File: src/rtl/tbc_pkg.sv
// Package for the tilt balance controller: widths, register indices, atan table, states.
`default_nettype none
package tbc_pkg;
  localparam int FracBits = 16;
  localparam int AtanSteps = 16;
  localparam int TableFrac = 24;
  localparam int StepW = 5;

  localparam logic [2:0] RegFb1 = 3'd0;
  localparam logic [2:0] RegFb2 = 3'd1;
  localparam logic [2:0] RegEc0 = 3'd2;
  localparam logic [2:0] RegEc1 = 3'd3;
  localparam logic [2:0] RegEc2 = 3'd4;
  localparam logic [2:0] RegAlpha = 3'd5;
  localparam logic [2:0] RegPeriod = 3'd6;

  typedef enum logic [3:0] {
    ST_IDLE, ST_CORDIC, ST_GYRO, ST_LP, ST_HP, ST_EST,
    ST_T1, ST_T2, ST_T3, ST_T4, ST_T5, ST_OUT
  } state_t;

  // atan(2^-i) in degrees, 24 fraction bits
  function automatic logic signed [35:0] atan_entry(input logic [StepW-1:0] i);
    case (i)
      5'd0: atan_entry = 36'sd754974720;
      5'd1: atan_entry = 36'sd445687602;
      5'd2: atan_entry = 36'sd235489088;
      5'd3: atan_entry = 36'sd119537938;
      5'd4: atan_entry = 36'sd60000934;
      5'd5: atan_entry = 36'sd30029717;
      5'd6: atan_entry = 36'sd15018523;
      5'd7: atan_entry = 36'sd7509720;
      5'd8: atan_entry = 36'sd3754917;
      5'd9: atan_entry = 36'sd1877466;
      5'd10: atan_entry = 36'sd938734;
      5'd11: atan_entry = 36'sd469367;
      5'd12: atan_entry = 36'sd234684;
      5'd13: atan_entry = 36'sd117342;
      5'd14: atan_entry = 36'sd58671;
      5'd15: atan_entry = 36'sd29335;
      default: atan_entry = 36'sd0;
    endcase
  endfunction

  // saturate a wide value to 32 bits signed
  function automatic logic signed [31:0] sat32(input logic signed [67:0] v);
    if (v > 68'sd2147483647) sat32 = 32'sh7fffffff;
    else if (v < -68'sd2147483648) sat32 = 32'sh80000000;
    else sat32 = v[31:0];
  endfunction
endpackage
`default_nettype wire

File: src/rtl/tbc_mul.sv
// Shared fixed-point multiplier: 34x33 signed product, rounded, registered.
`default_nettype none
module tbc_mul (
  input  wire logic               clk,
  input  wire logic signed [33:0] a,
  input  wire logic signed [32:0] b,
  output logic signed [67:0]      p
);
  logic signed [67:0] prod;

  // round to nearest, ties up, then drop fraction bits
  always_comb begin
    prod = 68'(a) * 68'(b) + 68'(1 << (tbc_pkg::FracBits - 1));
  end

  always_ff @(posedge clk) begin
    p <= prod >>> tbc_pkg::FracBits;
  end
endmodule
`default_nettype wire

File: config.mk
export PLATFORM = sky130hd
export DESIGN_NAME = tbc_mul
export DESIGN_NICKNAME = d
export VERILOG_FILES = /design/src/rtl/tbc_pkg.sv /design/src/rtl/tbc_mul.sv
export SDC_FILE = /design/constraint.sdc
export NUM_CORES = 2
export LEC_CHECK = 0
export ABC_CLOCK_PERIOD_IN_PS = 8790
export BUFFER_PORTS_ARGS = -buffer_cell sky130_fd_sc_hd__buf_2
export CORE_MARGIN = 3
export CORE_UTILIZATION = 55
export CTS_BUF_LIST = sky130_fd_sc_hd__clkbuf_8
export DETAILED_ROUTE_END_ITERATION = 6
export GPL_TIMING_DRIVEN = 0
export PLACE_DENSITY = 0.8
export SLEW_MARGIN = 20
export SYNTH_ARGS = -nofsm -noshare
export SYNTH_HDL_FRONTEND = slang
export SYNTH_SLANG_ARGS = --single-unit
export TNS_END_PERCENT = 5
File: constraint.sdc
create_clock -name clk -period 8.79 [get_ports clk]
set_input_delay 1.3185 -clock clk [delete_from_list [all_inputs] [get_ports clk]]
set_output_delay 1.3185 -clock clk [all_outputs]
set_load 0.01 [all_outputs]
After elaboration in Yosys (flattened, before gate mapping)
Index checks and enable logic that the tools add are counted.
{"block": "classes", "n_addsub": 1, "multipliers": 1}
{"cell": "$add 67x17->68 const B", "count": 1}
{"cell": "$mul 34x33->67", "count": 1}
{"block": "word_totals", "wordCells": 3, "register_bits": 52, "output_inout_bits": 68}

Depth between registers and ports, before layout
{"block": "logic_depth", "ltp_word": 2, "ltp_mapped": 28}

Worst setup path after synthesis
Ideal clock, no wire load.
{"block": "synth_timing", "kind": "in2reg", "startpoint": "input a[33]", "endpoint": "register, netlist name p[51]", "arrival_ps": 8513, "t_required_ps": 8669, "n_path_buf": 2, "setup_slack_ps": 156, "path_stages": 21, "setup_time_ps": 121, "cell_sequence": "clkbuf_1 > nand2_1 > inv_1 > fa_1 > fa_1 > fa_1 > fa_1 > fa_1 > fa_1 > fa_1 > fa_1 > ha_1 > clkbuf_1 > nand4_1 > nand2b_1 > a2111o_1 > o311ai_2 > a31oi_4 > o221ai_2 > a21oi_2 > xnor2_1"}
{"block": "synth_between", "elab_chain_cells": 2}
{"item": "start: declaration", "line_no": "tbc_mul.sv:5", "rtl": "input wire logic signed [33:0] a,"}
{"item": "$mul 34x33->67", "line_no": "tbc_mul.sv:13", "rtl": "prod = 68'(a) * 68'(b) + 68'(1 << (tbc_pkg::FracBits - 1));"}
{"item": "$add 67x17->68", "line_no": "tbc_mul.sv:13"}
{"item": "named net prod[67]", "line_no": "tbc_mul.sv:9", "rtl": "logic signed [67:0] prod;"}
The timed path passes the listed nets, and every way through them passes these cells.

Worst setup path in the final report
{"block": "layout_timing", "startpoint": "input a[1]", "endpoint": "register p[49]"}
{"block": "layout_between", "elab_chain_cells": 2}
{"item": "$mul 34x33->67", "line_no": "tbc_mul.sv:13"}
{"item": "$add 67x17->68", "line_no": "tbc_mul.sv:13"}
{"item": "named net prod[65]", "line_no": "tbc_mul.sv:9"}
{"item": "end signal: assignment", "line_no": "tbc_mul.sv:17", "rtl": "p <= prod >>> tbc_pkg::FracBits;"}
{"item": "end: declaration", "line_no": "tbc_mul.sv:7", "rtl": "output logic signed [67:0] p"}
The timed path passes the listed nets, and every way through them passes these cells.

==> flow_summary.toml <==
[critical_path]
critical_path.startpoint_type = "input port"
worst_path_largest_cell_delay_ns = 0.73
most_common_cell_on_crit_path = "fa_1"
worst_setup_path_end_kind = "flip-flop"
criticalPathCategory = "in -> reg"
worst_path_max_delay_cell = "clkdlybuf4s15_1"
worstPathMaxFanout = 10
crit_arrival_ns = 9.14
worst_ep_required_time_ns = 9.12
timing.critical_path.cells = "buf_2 -> clkdlybuf4s15_1 -> nor2_1 -> fa_1 -> fa_1 -> fa_1 -> fa_1 -> fa_1 -> fa_1 -> fa_1 -> fa_1 -> ha_1 -> o21a_1 -> a211oi_4 -> o211ai_2 -> a2111oi_4 -> o311ai_4 -> buf_12 -> a31oi_4 -> buf_4 -> o21ai_0 -> xnor2_1"

[clocking]
htree_levels = 2
ctsLongestPathBuffers = 2
cts_buffers = 5
cts_tree = "done"
clkTransAtPathRegs_ns = 0.13
cts.sinks = 52
cts_hold_repair.buffers = 0
ctsRootBufferMaster = "clkbuf_8"

[yosys]
synthFlopType = "dfxtp_1"
async_flop_share_pct = 0
synth_edf_count = 0
portion_of_the_post_synthesis_area_used_by_sequential_elements_pct = 2.56
post_synth_num_cell_types = 59
avgSynthCellArea_um2 = 9.46
syn_nets = 5762
mappedNetlistArea_um2 = 40700
yosys_warnings = 0
syn-instance-count = 4297
synth-seq-cells = 52

[global_routing]
grt_overflow = 0
via_count_of_the_first_global_routing_pass = 33600
track_usage_pct = 37.1
pin_count_of_the_biggest_net_entering_global_routing = 28
antenna_found_initial = 18
global_route_wire_length_before_repair_mm = 208

[timing]
final.period_utilization_pct = 100
maxClockFrequency_mhz = 114
slew-limit-headroom_pct = 39.5
timing.setup.tns_ns = -0.0189
finalWorstSetupSlack_ns = -0.0189
grt_setup_unrepaired = "yes"
report.final.slew_viol_count = 0
finalWorstPathRequiredPeriod_ns = 8.81
tightestPinTransition_ns = 0.908
finalHoldViolCount = 0
finalSetupViolations = 1

[finish]
number_of_flip_flops_under_the_largest_register_name = 52
nNetsFinal = 5919
multi_input_comb_area_um2 = 34700
final_design_area_no_fill_um2 = 43600
syn2layout_area_growth_pct = 7.27
nFillCells = 6184
layout_top_registers = "p x52"
area.sequential_um2 = 1040
post_route_cells_drive_above_1_share_pct = 9.67
layout_commonest_cell = "fa_1"
final_cell_mix = "fa_1, inv_1, nand2_1, and2_1, ha_1"
top_register = "p"

[run]
max_cap_viol_count = 0

[placement]
routabilityCongestion = 1.11
hpwlAfterDp_mm = 120
post-place-ws_ns = -2.03
placement.io_buffers = 128
place_area_um2 = 42500

[run_status]
outcome = "finished, violations left"
failed_checks = "setup timing"

[detailed_routing]
vias_per_cell = 5.74
dr_total_vias = 31200
drc = 0
drt_wl_total_mm = 139
detailedRoute.firstPassIterationCount = 6
detail-route-antenna-nets = 0
drt-wirelength-per-cell_um = 25.6
initialDrtViolationCount = 3105

[hold_path]
holdCritStartpoint = "b[1]"
hold_path_depth = 6
timing.hold.worst.class = "in -> reg"
worstHoldEndpoint = "p[1]$_DFF_P_"

[floorplan]
num_io_pins = 136
core_area_um2 = 73100
die_area_um2 = 77200
chipWidth_um = 278
die_y_um = 278
num_rows = 99
start_util_pct = 55.6
## per-stage QoR
step	instances	util, %	hold WS, ns
2_1_floorplan	4297	-	1.62
3_3_place_gp	5384	58.2	1.72
3_5_place_dp	5384	58.2	1.71
4_1_cts	5404	59.0	1.91
5_1_grt	5415	59.6	1.98
6_report	5429	59.7	1.95
## cells in the mapped netlist (4+ instances only)
cell type,n,area share (%)
fa_1,1184,58
nand4_1,21,0.32
ha_1,213,6.6
a21oi_1,54,0.66
o211ai_1,9,0.17
and4_1,8,0.17
buf_4,16,0.30
a211oi_1,5,0.092
and3_1,8,0.12
a21o_1,32,0.59
o21ai_0,26,0.32
o21bai_1,6,0.11
xor2_1,22,0.47
xnor2_1,43,0.93
a31oi_1,15,0.23
nand2_1,561,5.2
and2_1,561,8.6
o21a_1,10,0.18
nand3_1,9,0.11
nand2b_1,10,0.15
nor2_1,41,0.38
nor2b_1,4,0.062
clkbuf_1,223,2.1
inv_1,1119,10
dfxtp_1,52,2.6
nor3_1,5,0.062
## cell type report
class	count	share of cell area (%)
repair buffers	158	2.15
plain buffers	236	3.22
clock inverters	3	0.0631
multi-input cells	2881	79.5
well taps	959	2.75
flip-flops and latches	52	2.39
inverters	1120	9.66
diodes	15	0.0860
clock buffers	5	0.158
## layer usage
| layer | vias to the layer above | GRT usage [%] | routed length, um |
|---|---|---|---|
| li1 | 12500 | - | - |
| met2 | 2124 | 56.1 | 61200 |
| met3 | 622 | 12.7 | 18800 |
| met1 | 15900 | 45.3 | 46600 |
| met4 | 18 | 25.3 | 12200 |
| met5 | - | 0.488 | 155 |
## kinds of logic (layout without fill, tap and decap cells)
group / count (synthesis) / in the layout / share of synthesized area (%)
simple gates: 1232 / 1232 / 15.3
compound gates: 187 / 187 / 3.17
xor+xnor: 65 / 65 / 1.40
flops: 52 / 52 / 2.56
buf+inv: 1364 / 1522 / 12.8
fa+ha+maj: 1397 / 1397 / 64.8
other cells: 0 / 15 / 0
## critical path: cells and delay by family
family | cells | cell delay (ns)
adders and majority gates | 9 | 4.50
buffers and inverters | 4 | 1.28
xor gates and xnor gates | 1 | 0.21
AOI/OAI and AO/OA | 7 | 1.64
and+or+nand+nor | 1 | 0.15
## timing repair
action                                  CTS  global route
resized for setup                       192           265
buffers inserted                         15            15
gates cloned                              0             0
pin swaps                                 6            11
endpoints found under the setup margin   33            25
## worst max path at each step
stage	startpoint	to	slack, ns
2_1_floorplan	a[33]	p[51]$_DFF_P_	0.16
4_1_cts	a[28]	p[51]$_DFF_P_	-0.16
6_report	a[1]	p[49]$_DFF_P_	-0.02
3_3_place_gp	a[33]	p[44]$_DFF_P_	-2.34
3_5_place_dp	a[33]	p[44]$_DFF_P_	-2.03
5_1_grt	b[11]	p[49]$_DFF_P_	-0.19
Power is left out: the tool's default activity adds up to more than one toggle a clock period on the data nets, which glitch-free logic cannot reach.
